--- src/rtl/core/dedup_request_queue_defines.svh ---
// Assertion macros shared by the dedup request queue RTL.
`ifndef DEDUP_REQUEST_QUEUE_DEFINES_SVH
`define DEDUP_REQUEST_QUEUE_DEFINES_SVH

// Check that cons holds in the same cycle as ante.
`define DRQ_ASSERT_NOW(lbl, ante, cons, msg) \
	lbl: assert property (@(posedge clk) disable iff (!arst_n) (ante) |-> (cons)) \
		else $error(msg);

// Check that cons holds in the cycle after ante.
`define DRQ_ASSERT_NEXT(lbl, ante, cons, msg) \
	lbl: assert property (@(posedge clk) disable iff (!arst_n) (ante) |=> (cons)) \
		else $error(msg);

`endif

--- src/rtl/core/drq_pkg.sv ---
// Types, constants and helper functions of the dedup request queue.
`timescale 1ns / 1ps

package drq_pkg;

	// Queue capacity and derived widths.
	localparam int DEPTH  = 64;
	localparam int ADDR_W = $clog2(DEPTH);
	localparam int HELD_W = $clog2(DEPTH + 1);

	// Fixed field widths.
	localparam int ID_W  = 24;
	localparam int POS_W = 6;
	localparam int OCC_W = 7;

	typedef enum logic [1:0] {
		CMD_APPEND = 2'd0,
		CMD_INSERT = 2'd1,
		CMD_TAKE   = 2'd2,
		CMD_READ   = 2'd3
	} cmd_t;

	typedef enum logic [1:0] {
		STAT_OK    = 2'd0,
		STAT_DUP   = 2'd1,
		STAT_FULL  = 2'd2,
		STAT_EMPTY = 2'd3
	} status_t;

	typedef struct packed {
		cmd_t              cmd;
		logic [ID_W-1:0]   item_id;
		logic [POS_W-1:0]  position;
	} req_t;

	typedef struct packed {
		status_t           status;
		logic [ID_W-1:0]   out_id;
		logic [OCC_W-1:0]  occupancy;
	} rsp_t;

	// Result handed from the sequencer to the output register.
	typedef struct packed {
		logic valid;
		rsp_t rsp;
	} res_t;

	// Access request from the sequencer to the entry memory.
	typedef struct packed {
		logic              rd_en;
		logic [ADDR_W-1:0] rd_addr;
		logic              wr_en;
		logic [ADDR_W-1:0] wr_addr;
		logic [ID_W-1:0]   wr_data;
	} mem_req_t;

	// Entry count as reported on the occupancy field.
	function automatic logic [OCC_W-1:0] occ_of(logic [HELD_W-1:0] h);
		logic [HELD_W+OCC_W-1:0] w;
		w = {{OCC_W{1'b0}}, h};
		return w[OCC_W-1:0];
	endfunction

	// Zero-extend a memory index to the width of the entry count.
	function automatic logic [HELD_W-1:0] zext_ptr(logic [ADDR_W-1:0] p);
		logic [HELD_W+ADDR_W-1:0] w;
		w = {{HELD_W{1'b0}}, p};
		return w[HELD_W-1:0];
	endfunction

endpackage

--- src/rtl/core/drq_ram.sv ---
// Simple dual-port synchronous RAM with a registered read port.
`timescale 1ns / 1ps

module drq_ram #(
	parameter int Words = 64,
	parameter int Width = 24,
	parameter int AddrW = $clog2(Words)
) (
	input  logic             clk,
	input  logic             rd_en,
	input  logic [AddrW-1:0] rd_addr,
	output logic [Width-1:0] rd_data,
	input  logic             wr_en,
	input  logic [AddrW-1:0] wr_addr,
	input  logic [Width-1:0] wr_data
);

	logic [Width-1:0] mem [Words];
	logic [Width-1:0] rd_data_q;

	// Write port.
	always_ff @(posedge clk) begin
		if (wr_en) begin
			mem[wr_addr] <= wr_data;
		end
	end

	// Registered read port.
	always_ff @(posedge clk) begin
		if (rd_en) begin
			rd_data_q <= mem[rd_addr];
		end
	end

	assign rd_data = rd_data_q;

endmodule

--- src/rtl/core/drq_ctrl.sv ---
// Command sequencer: searches, shifts and updates the queue held in the entry RAM.
`timescale 1ns / 1ps
`include "dedup_request_queue_defines.svh"

module drq_ctrl (
	input  logic                      clk,
	input  logic                      arst_n,
	input  logic                      start,
	input  drq_pkg::req_t             req,
	output logic                      busy,
	output drq_pkg::mem_req_t         mem,
	input  logic [drq_pkg::ID_W-1:0]  rdata,
	output drq_pkg::res_t             res
);

	typedef enum logic [2:0] {
		ST_IDLE,
		ST_SEARCH,
		ST_SHIFT_UP,
		ST_HEAD_WR,
		ST_TAKE_RD,
		ST_SHIFT_DN,
		ST_READ_RD
	} state_t;

	state_t                          state_q, state_nx;
	logic [drq_pkg::HELD_W-1:0]      held_q, held_nx;
	drq_pkg::cmd_t                   cmd_q, cmd_nx;
	logic [drq_pkg::ID_W-1:0]        id_q, id_nx;
	logic [drq_pkg::ADDR_W-1:0]      ptr_q, ptr_nx;
	logic                            srch_v_q, srch_v_nx;
	logic                            found_q, found_nx;
	logic [drq_pkg::ID_W-1:0]        res_id_q, res_id_nx;

	logic                            full;
	logic [drq_pkg::HELD_W-1:0]      held_m1;
	logic [drq_pkg::HELD_W-1:0]      ptr_w;
	logic [drq_pkg::HELD_W-1:0]      ptr_p2;
	logic [drq_pkg::HELD_W-1:0]      ptr_m2;
	logic [drq_pkg::HELD_W-1:0]      top_h;
	logic [drq_pkg::HELD_W-1:0]      top_m1;
	logic [drq_pkg::HELD_W+drq_pkg::POS_W-1:0] pos_w;
	logic [drq_pkg::HELD_W+drq_pkg::POS_W-1:0] held_w;
	logic                            hit;
	logic                            last;

	assign full    = held_q == drq_pkg::HELD_W'(drq_pkg::DEPTH);
	assign held_m1 = held_q - drq_pkg::HELD_W'(1);
	assign ptr_w   = drq_pkg::zext_ptr(ptr_q);
	assign ptr_p2  = ptr_w + drq_pkg::HELD_W'(2);
	assign ptr_m2  = ptr_w - drq_pkg::HELD_W'(2);
	assign pos_w   = {{drq_pkg::HELD_W{1'b0}}, req.position};
	assign held_w  = {{drq_pkg::POS_W{1'b0}}, held_q};

	// Search compare on the entry that the RAM returns this cycle.
	assign hit    = srch_v_q && (rdata == id_q);
	assign last   = !srch_v_q || (ptr_w == held_m1);
	assign top_h  = hit ? ptr_w : held_q;
	assign top_m1 = top_h - drq_pkg::HELD_W'(1);

	assign busy = state_q != ST_IDLE;

	// Next-state, memory access and result logic.
	always_comb begin
		state_nx  = state_q;
		held_nx   = held_q;
		cmd_nx    = cmd_q;
		id_nx     = id_q;
		ptr_nx    = ptr_q;
		srch_v_nx = srch_v_q;
		found_nx  = found_q;
		res_id_nx = res_id_q;
		mem       = '0;
		res.valid = 1'b0;
		res.rsp.status = drq_pkg::STAT_OK;
		res.rsp.out_id = '0;

		case (state_q)
			ST_IDLE: begin
				if (start) begin
					cmd_nx = req.cmd;
					id_nx  = req.item_id;
					case (req.cmd)
						drq_pkg::CMD_APPEND, drq_pkg::CMD_INSERT: begin
							// Walk the held entries from the head looking for the ID.
							state_nx = ST_SEARCH;
							ptr_nx   = '0;
							if (held_q != '0) begin
								mem.rd_en   = 1'b1;
								mem.rd_addr = '0;
								srch_v_nx   = 1'b1;
							end else begin
								srch_v_nx = 1'b0;
							end
						end
						drq_pkg::CMD_TAKE: begin
							if (held_q == '0) begin
								res.valid      = 1'b1;
								res.rsp.status = drq_pkg::STAT_EMPTY;
							end else begin
								mem.rd_en   = 1'b1;
								mem.rd_addr = '0;
								state_nx    = ST_TAKE_RD;
							end
						end
						drq_pkg::CMD_READ: begin
							if (pos_w >= held_w) begin
								res.valid      = 1'b1;
								res.rsp.status = drq_pkg::STAT_EMPTY;
							end else begin
								mem.rd_en   = 1'b1;
								mem.rd_addr = pos_w[drq_pkg::ADDR_W-1:0];
								state_nx    = ST_READ_RD;
							end
						end
						default: begin
							state_nx = ST_IDLE;
						end
					endcase
				end
			end

			ST_SEARCH: begin
				if (hit || last) begin
					if (cmd_q == drq_pkg::CMD_APPEND) begin
						// Append: reject a duplicate or a full queue, else write at the tail.
						res.valid = 1'b1;
						state_nx  = ST_IDLE;
						if (hit) begin
							res.rsp.status = drq_pkg::STAT_DUP;
						end else if (full) begin
							res.rsp.status = drq_pkg::STAT_FULL;
						end else begin
							mem.wr_en   = 1'b1;
							mem.wr_addr = held_q[drq_pkg::ADDR_W-1:0];
							mem.wr_data = id_q;
							held_nx     = held_q + drq_pkg::HELD_W'(1);
						end
					end else if (!hit && full) begin
						res.valid      = 1'b1;
						res.rsp.status = drq_pkg::STAT_FULL;
						state_nx       = ST_IDLE;
					end else begin
						// Insert: move every entry below the gap (or the tail) up one.
						found_nx = hit;
						if (top_h == '0) begin
							mem.wr_en   = 1'b1;
							mem.wr_addr = '0;
							mem.wr_data = id_q;
							held_nx     = hit ? held_q : held_q + drq_pkg::HELD_W'(1);
							res.valid   = 1'b1;
							state_nx    = ST_IDLE;
						end else begin
							mem.rd_en   = 1'b1;
							mem.rd_addr = top_m1[drq_pkg::ADDR_W-1:0];
							ptr_nx      = top_h[drq_pkg::ADDR_W-1:0];
							state_nx    = ST_SHIFT_UP;
						end
					end
				end else begin
					mem.rd_en   = 1'b1;
					mem.rd_addr = ptr_q + drq_pkg::ADDR_W'(1);
					ptr_nx      = ptr_q + drq_pkg::ADDR_W'(1);
				end
			end

			ST_SHIFT_UP: begin
				// Copy entry ptr-1 into ptr while fetching the next lower one.
				mem.wr_en   = 1'b1;
				mem.wr_addr = ptr_q;
				mem.wr_data = rdata;
				if (ptr_q == drq_pkg::ADDR_W'(1)) begin
					state_nx = ST_HEAD_WR;
				end else begin
					mem.rd_en   = 1'b1;
					mem.rd_addr = ptr_m2[drq_pkg::ADDR_W-1:0];
					ptr_nx      = ptr_q - drq_pkg::ADDR_W'(1);
				end
			end

			ST_HEAD_WR: begin
				mem.wr_en   = 1'b1;
				mem.wr_addr = '0;
				mem.wr_data = id_q;
				held_nx     = found_q ? held_q : held_q + drq_pkg::HELD_W'(1);
				res.valid   = 1'b1;
				state_nx    = ST_IDLE;
			end

			ST_TAKE_RD: begin
				res_id_nx = rdata;
				if (held_q == drq_pkg::HELD_W'(1)) begin
					held_nx        = '0;
					res.valid      = 1'b1;
					res.rsp.out_id = rdata;
					state_nx       = ST_IDLE;
				end else begin
					mem.rd_en   = 1'b1;
					mem.rd_addr = drq_pkg::ADDR_W'(1);
					ptr_nx      = '0;
					state_nx    = ST_SHIFT_DN;
				end
			end

			ST_SHIFT_DN: begin
				// Copy entry ptr+1 into ptr, closing the gap at the head.
				mem.wr_en   = 1'b1;
				mem.wr_addr = ptr_q;
				mem.wr_data = rdata;
				if (ptr_p2 == held_q) begin
					held_nx        = held_m1;
					res.valid      = 1'b1;
					res.rsp.out_id = res_id_q;
					state_nx       = ST_IDLE;
				end else begin
					mem.rd_en   = 1'b1;
					mem.rd_addr = ptr_p2[drq_pkg::ADDR_W-1:0];
					ptr_nx      = ptr_q + drq_pkg::ADDR_W'(1);
				end
			end

			ST_READ_RD: begin
				res.valid      = 1'b1;
				res.rsp.out_id = rdata;
				state_nx       = ST_IDLE;
			end

			default: begin
				state_nx = ST_IDLE;
			end
		endcase

		res.rsp.occupancy = drq_pkg::occ_of(held_nx);
	end

	// Control state and entry count.
	always_ff @(posedge clk or negedge arst_n) begin
		if (!arst_n) begin
			state_q <= ST_IDLE;
			held_q  <= '0;
		end else begin
			state_q <= state_nx;
			held_q  <= held_nx;
		end
	end

	// Command payload and walk pointers.
	always_ff @(posedge clk) begin
		cmd_q    <= cmd_nx;
		id_q     <= id_nx;
		ptr_q    <= ptr_nx;
		srch_v_q <= srch_v_nx;
		found_q  <= found_nx;
		res_id_q <= res_id_nx;
	end

	`DRQ_ASSERT_NOW(a_held_max, 1'b1, held_q <= drq_pkg::HELD_W'(drq_pkg::DEPTH), "count above depth")
	`DRQ_ASSERT_NOW(a_no_rw_clash, mem.rd_en && mem.wr_en, mem.rd_addr != mem.wr_addr, "read and write hit one entry")
	`DRQ_ASSERT_NOW(a_idle_result, res.valid && (state_q == ST_IDLE), start, "result from idle without a command")
	`DRQ_ASSERT_NEXT(a_held_only_on_result, !res.valid, $stable(held_q), "count changed without a result")

endmodule

--- src/rtl/core/dedup_request_queue.sv ---
// Top level of the dedup request queue: entry RAM, sequencer and result register.
//
//   Channel   Signals                 Transfer condition
//   command   start, busy, request    start high and busy low at a rising edge
//   result    done, result            done high (one cycle, cannot be stalled)
//
// Each command produces exactly one result, in command order. A take on an empty queue
// or a read beyond the count is answered from idle without touching the RAM; a read
// fetches one entry; a take reads the head and moves every other entry one place toward
// the head; an append compares entries from the head until it finds the ID or reaches
// the tail, then writes at the tail. An insert searches the same way, moves the entries
// below the found copy (or all of them) one place toward the tail, then writes the head.
// Busy falls at the edge that raises done, so the next command can transfer at the
// edge that takes the result. After reset the queue is empty; the RAM needs no clearing.
`timescale 1ns / 1ps

module dedup_request_queue (
	input  logic           clk,
	input  logic           arst_n,
	input  logic           start,
	output logic           busy,
	input  drq_pkg::req_t  request,
	output logic           done,
	output drq_pkg::rsp_t  result
);

	drq_pkg::mem_req_t            mem;
	logic [drq_pkg::ID_W-1:0]     rdata;
	drq_pkg::res_t                res;
	logic                         done_q;
	drq_pkg::rsp_t                result_q;

	// Queue entry storage.
	drq_ram #(
		.Words (drq_pkg::DEPTH),
		.Width (drq_pkg::ID_W)
	) u_ram (
		.clk     (clk),
		.rd_en   (mem.rd_en),
		.rd_addr (mem.rd_addr),
		.rd_data (rdata),
		.wr_en   (mem.wr_en),
		.wr_addr (mem.wr_addr),
		.wr_data (mem.wr_data)
	);

	// Command sequencer.
	drq_ctrl u_ctrl (
		.clk    (clk),
		.arst_n (arst_n),
		.start  (start),
		.req    (request),
		.busy   (busy),
		.mem    (mem),
		.rdata  (rdata),
		.res    (res)
	);

	// Result strobe register.
	always_ff @(posedge clk or negedge arst_n) begin
		if (!arst_n) begin
			done_q <= 1'b0;
		end else begin
			done_q <= res.valid;
		end
	end

	// Result payload register.
	always_ff @(posedge clk) begin
		if (res.valid) begin
			result_q <= res.rsp;
		end
	end

	assign done   = done_q;
	assign result = result_q;

endmodule

--- config.mk ---
export PLATFORM = sky130hd
export DESIGN_NAME = dedup_request_queue
export DESIGN_NICKNAME = d
export VERILOG_FILES = /design/src/rtl/core/drq_pkg.sv /design/src/rtl/core/drq_ram.sv /design/src/rtl/core/drq_ctrl.sv /design/src/rtl/core/dedup_request_queue.sv
export VERILOG_INCLUDE_DIRS = /design/src /design/src/rtl/core
export SDC_FILE = /design/constraint.sdc
export NUM_CORES = 2
export LEC_CHECK = 0
export BUFFER_PORTS_ARGS = -buffer_cell sky130_fd_sc_hd__buf_4
export CAP_MARGIN = 20
export CORE_MARGIN = 1
export CORE_UTILIZATION = 47
export CTS_CLUSTER_SIZE = 14
export DETAILED_ROUTE_END_ITERATION = 8
export PLACE_DENSITY = 0.61
export SYNTH_ARGS = -nofsm -noshare
export SYNTH_HDL_FRONTEND = slang
export SYNTH_HIERARCHICAL = 1
export SYNTH_SLANG_ARGS = --single-unit
--- constraint.sdc ---
create_clock -name clk -period 10.6 [get_ports clk]
set_input_delay 1.06 -clock clk [delete_from_list [all_inputs] [get_ports clk]]
set_output_delay 1.06 -clock clk [all_outputs]
set_load 0.01 [all_outputs]
==> run_results.csv <==
group,metric,value,unit
sta,rsz0062_at_grt,"no",
sta,setup-tns-final,0,ns
clocking,insertion_delay,0.81,ns
synth,syn_area_per_cell,20.5,um^2
route,wl,180,mm
place,io_buffers,69,
route,viasPerCell,6.32,
sta,hold_viol_final,0,
global_routing,grt_overflow,0,
global_routing,antenna_found_initial,6,
sta,max_slew_margin,19.2,%
route,routedWlPerCell,33.4,um
worst_setup_path,critPathBufInv,3,
clocking,clk_pin_slew,0.06,ns
synth,synth.cell_area,66000,um^2
clocking,cts.sinks,1662,
global_routing,grt_pass1_vias,33900,
layout,drive_above_1_share,25.9,%
worst_hold_path,hold_class,"in -> async",
pwr,power.internal,15100,uW
layout,syn_to_final_growth,12.7,%
place,dp.cells,5108,
worst_setup_path,path_class,"reg -> reg",
synth,synth.most_common_cell,"edfxtp_1",
synth,yosysSeqAreaShare,75.5,%
sta,report.final.setup_viol,0,
place,dpl.hpwl,109,mm
worst_setup_path,r2r_end,"u_ram/rd_data[1]",
worst_setup_path,cpMostUsedCell,"buf_4",
synth,synth_top_area_cell,"edfxtp_1",
worst_setup_path,crit_arrival,7.57,ns
layout,fill_cells,10700,
pwr,p_leak,0.0234,uW
worst_setup_path,crit_path_max_fanout,41,
worst_setup_path,rr_startpoint,"u_ctrl/held_q[0]",
clocking,post_cts_buffers,0,
job,cap_violations,0,
synth,syn_nets,3270,
synth,ys_ff_latch,1662,
pwr,p_sw,9140,uW
die,die_y,377,um
pwr,pwr-share-clk,22.8,%
worst_setup_path,critPathTopFamily,"compound AO/OA/AOI/OAI gates",
clocking,cts_buffer_depth,3,
synth,netlist_instances,3219,
global_routing,grt_max_degree,103,
layout,final_cell_count_no_fill,5408,
die,die_w,377,um
sta,period_minus_slack,7.02,ns
worst_setup_path,cp.required,11.15,ns
synth,synth.distinct_cells,77,
pwr,power.density,326,nW/um^2
clocking,cts_hold_buf,0,
clocking,cts_tree,"built",
place,gp_congestion,0.898,
clocking,h-tree-depth,4,
sta,clock_skew,0.0372,ns
sta,period_share,66.2,%
worst_setup_path,worstRegToRegCells,15,
synth,synth_top_area_share,75.1,%
route,antenna_left,0,
synth,synth-warning-count,6,
worst_setup_path,crit_path_end_kind,"flop",
pwr,switching_share,37.7,%
pwr,p_comb_share,41.1,%
global_routing,grt_pass1_wl,254,mm
die,start_util,47.4,%
synth,synthArstFlopShare,0.662,%
clocking,cts_resized,0,
global_routing,grt_usage,25.6,%
route,drtIter0Drc,4478,
die,io_pins,70,
synth,synth_edf_count,1651,
sta,fmax,142,MHz
worst_setup_path,start_kind,"flop",
pwr,peakVddDrop,0.335,mV
die,fp-row-count,137,
pwr,seq_power_share,36.1,%
worst_setup_path,crit_chain,"inv_1 -> ha_1 -> or4b_1 -> nor3_1 -> nor4_1 -> o41ai_4 -> buf_4 -> or2_1 -> nand3_1 -> o21ai_4 -> buf_4 -> mux4_2 -> mux2i_1 -> o221ai_1 -> a22o_1",
run_status,status,"finished, final reports clean",
synth,synth_top_flop_cell,"edfxtp_1",
worst_setup_path,slowest_stage,"o21ai_4",
route,drt_drc_violations_left,0,
sta,finalMaxSlewViolations,0,
route,vias,34200,
layout,fin_nets,3454,
route,first_pass_iters,6,
sta,tightest_slew,1.21,ns
die,dieArea,142000,um^2
worst_setup_path,cp_slowest_stage_delay,0.74,ns
clocking,cts_buffers,167,
worst_setup_path,ff2ff_setup_slack,3.58,ns
die,core,139000,um^2
clocking,clock-root-buffer,"clkbuf_16",
synth,netlist_top_cells_count,"edfxtp_1, mux4_2, nor2_1, mux2i_1, a22o_1",
synth,synth.area.top_cells,"edfxtp_1, mux4_2, mux2i_1",
[power groups by stage]
stage	registers, uW	clock network [uW]	logic, uW
2_1_floorplan	8680	0	6290
3_3_place_gp	8870	0	9680
3_5_place_dp	8880	0	9910
4_1_cts	8740	5620	9930
5_1_grt	8760	5860	10400
6_report	8750	5520	9960
[metrics by stage]
step / worst slack (ns) / util [%] / power, uW / hold slack [ns] / instance area, um^2
2_1_floorplan: 4.84 / - / 15000 / 0.494 / 66000
3_3_place_gp: 2.17 / 49.6 / 18500 / 0.528 / 69100
3_5_place_dp: 3.76 / 49.7 / 18800 / 0.530 / 69300
4_1_cts: 3.80 / 53.4 / 24300 / 0.0500 / 74400
5_1_grt: 3.39 / 53.4 / 25000 / 0.0755 / 74400
6_report: 3.58 / 53.4 / 24200 / 0.105 / 74400
[metal layers]
metal	vias up	GRT usage, %	part of all wire (%)
met1	18200	36.0	40
met4	2	9.56	3.6
li1	13900	-	-
met5	-	0	0.0072
met2	1802	39.5	47
met3	266	5.44	9.7
[worst register-to-register path, cell delays in order (launching register included)]
cell and delay, ns:
dfrtp_1 0.73, inv_1 0.17, ha_1 0.36, or4b_1 0.55, nor3_1 0.17, nor4_1 0.11
o41ai_4 0.27, buf_4 0.27, or2_1 0.36, nand3_1 0.24, o21ai_4 0.74, buf_4 0.69
mux4_2 0.66, mux2i_1 0.54, o221ai_1 0.58, a22o_1 0.36
[sequential cells by signal, summed over array words and instances (netlist names)]
register	flops
u_ram/mem	1536
result	33
u_ctrl/id_q	24
u_ctrl/res_id_q	24
u_ram/rd_data	24
u_ctrl/held_q	7
u_ctrl/ptr_q	6
u_ctrl/state_q	3
u_ctrl/cmd_q	2
done	1
u_ctrl/found_q	1
u_ctrl/srch_v_q	1
[final cells by class]
type / count / area, um^2 / share of cell area (%)
Timing Repair Buffer: 204 / 1630 / 2.19
Clock inverter: 95 / 741 / 0.996
Tap cell: 1876 / 2350 / 3.16
Antenna cell: 1 / 2.50 / 0.00336
Sequential cell: 1662 / 49900 / 67.0
Multi-Input combinational cell: 1347 / 15400 / 20.7
Inverter: 21 / 78.8 / 0.106
Clock buffer: 202 / 4360 / 5.86
[cell usage in the layout (no fill, tap or decap), drive strengths merged, types with 12 or more instances in the layout]
| cell | count |
|---|---|
| nand3 | 30 |
| a211oi | 12 |
| a22oi | 15 |
| nand2 | 56 |
| nor2 | 151 |
| xor2 | 26 |
| o21ai | 34 |
| a2111oi | 18 |
| o21bai | 17 |
| ha | 16 |
| a22o | 87 |
| inv | 30 |
| nor3 | 42 |
| o22ai | 66 |
| nand3b | 13 |
| a21oi | 47 |
| mux2i | 146 |
| clkinv | 78 |
| edfxtp | 1651 |
| nor4 | 14 |
| o221ai | 37 |
| xnor2 | 23 |
| buf | 204 |
| mux4 | 352 |
| a221o | 19 |
| clkbuf | 202 |
[worst max path at each step]
| stage | from | endpoint | slack (ns) | cells after the start |
|---|---|---|---|---|
| floorplan | u_ctrl/held_q[0] | u_ram/mem[41][0] | 4.84 | 17 |
| global placement | u_ctrl/held_q[0] | u_ram/rd_data[15] | 2.17 | 17 |
| detailed placement | request[0] | u_ram/rd_data[5] | 3.76 | 17 |
| CTS | u_ctrl/held_q[0] | u_ram/rd_data[7] | 3.80 | 15 |
| global route | u_ctrl/held_q[0] | u_ram/rd_data[1] | 3.39 | 15 |
| finish | u_ctrl/held_q[0] | u_ram/rd_data[1] | 3.58 | 15 |
[cells by family after synthesis]
kind of cell	count (synthesis)	share of synthesized area, %
mux	499	14.2
simple gates	377	2.85
compound gates	406	4.68
flops	1662	75.5
fa+ha+maj	16	0.303
xor+xnor	49	0.650
buf+inv	210	1.75
Power figures use the tool's default switching activity.
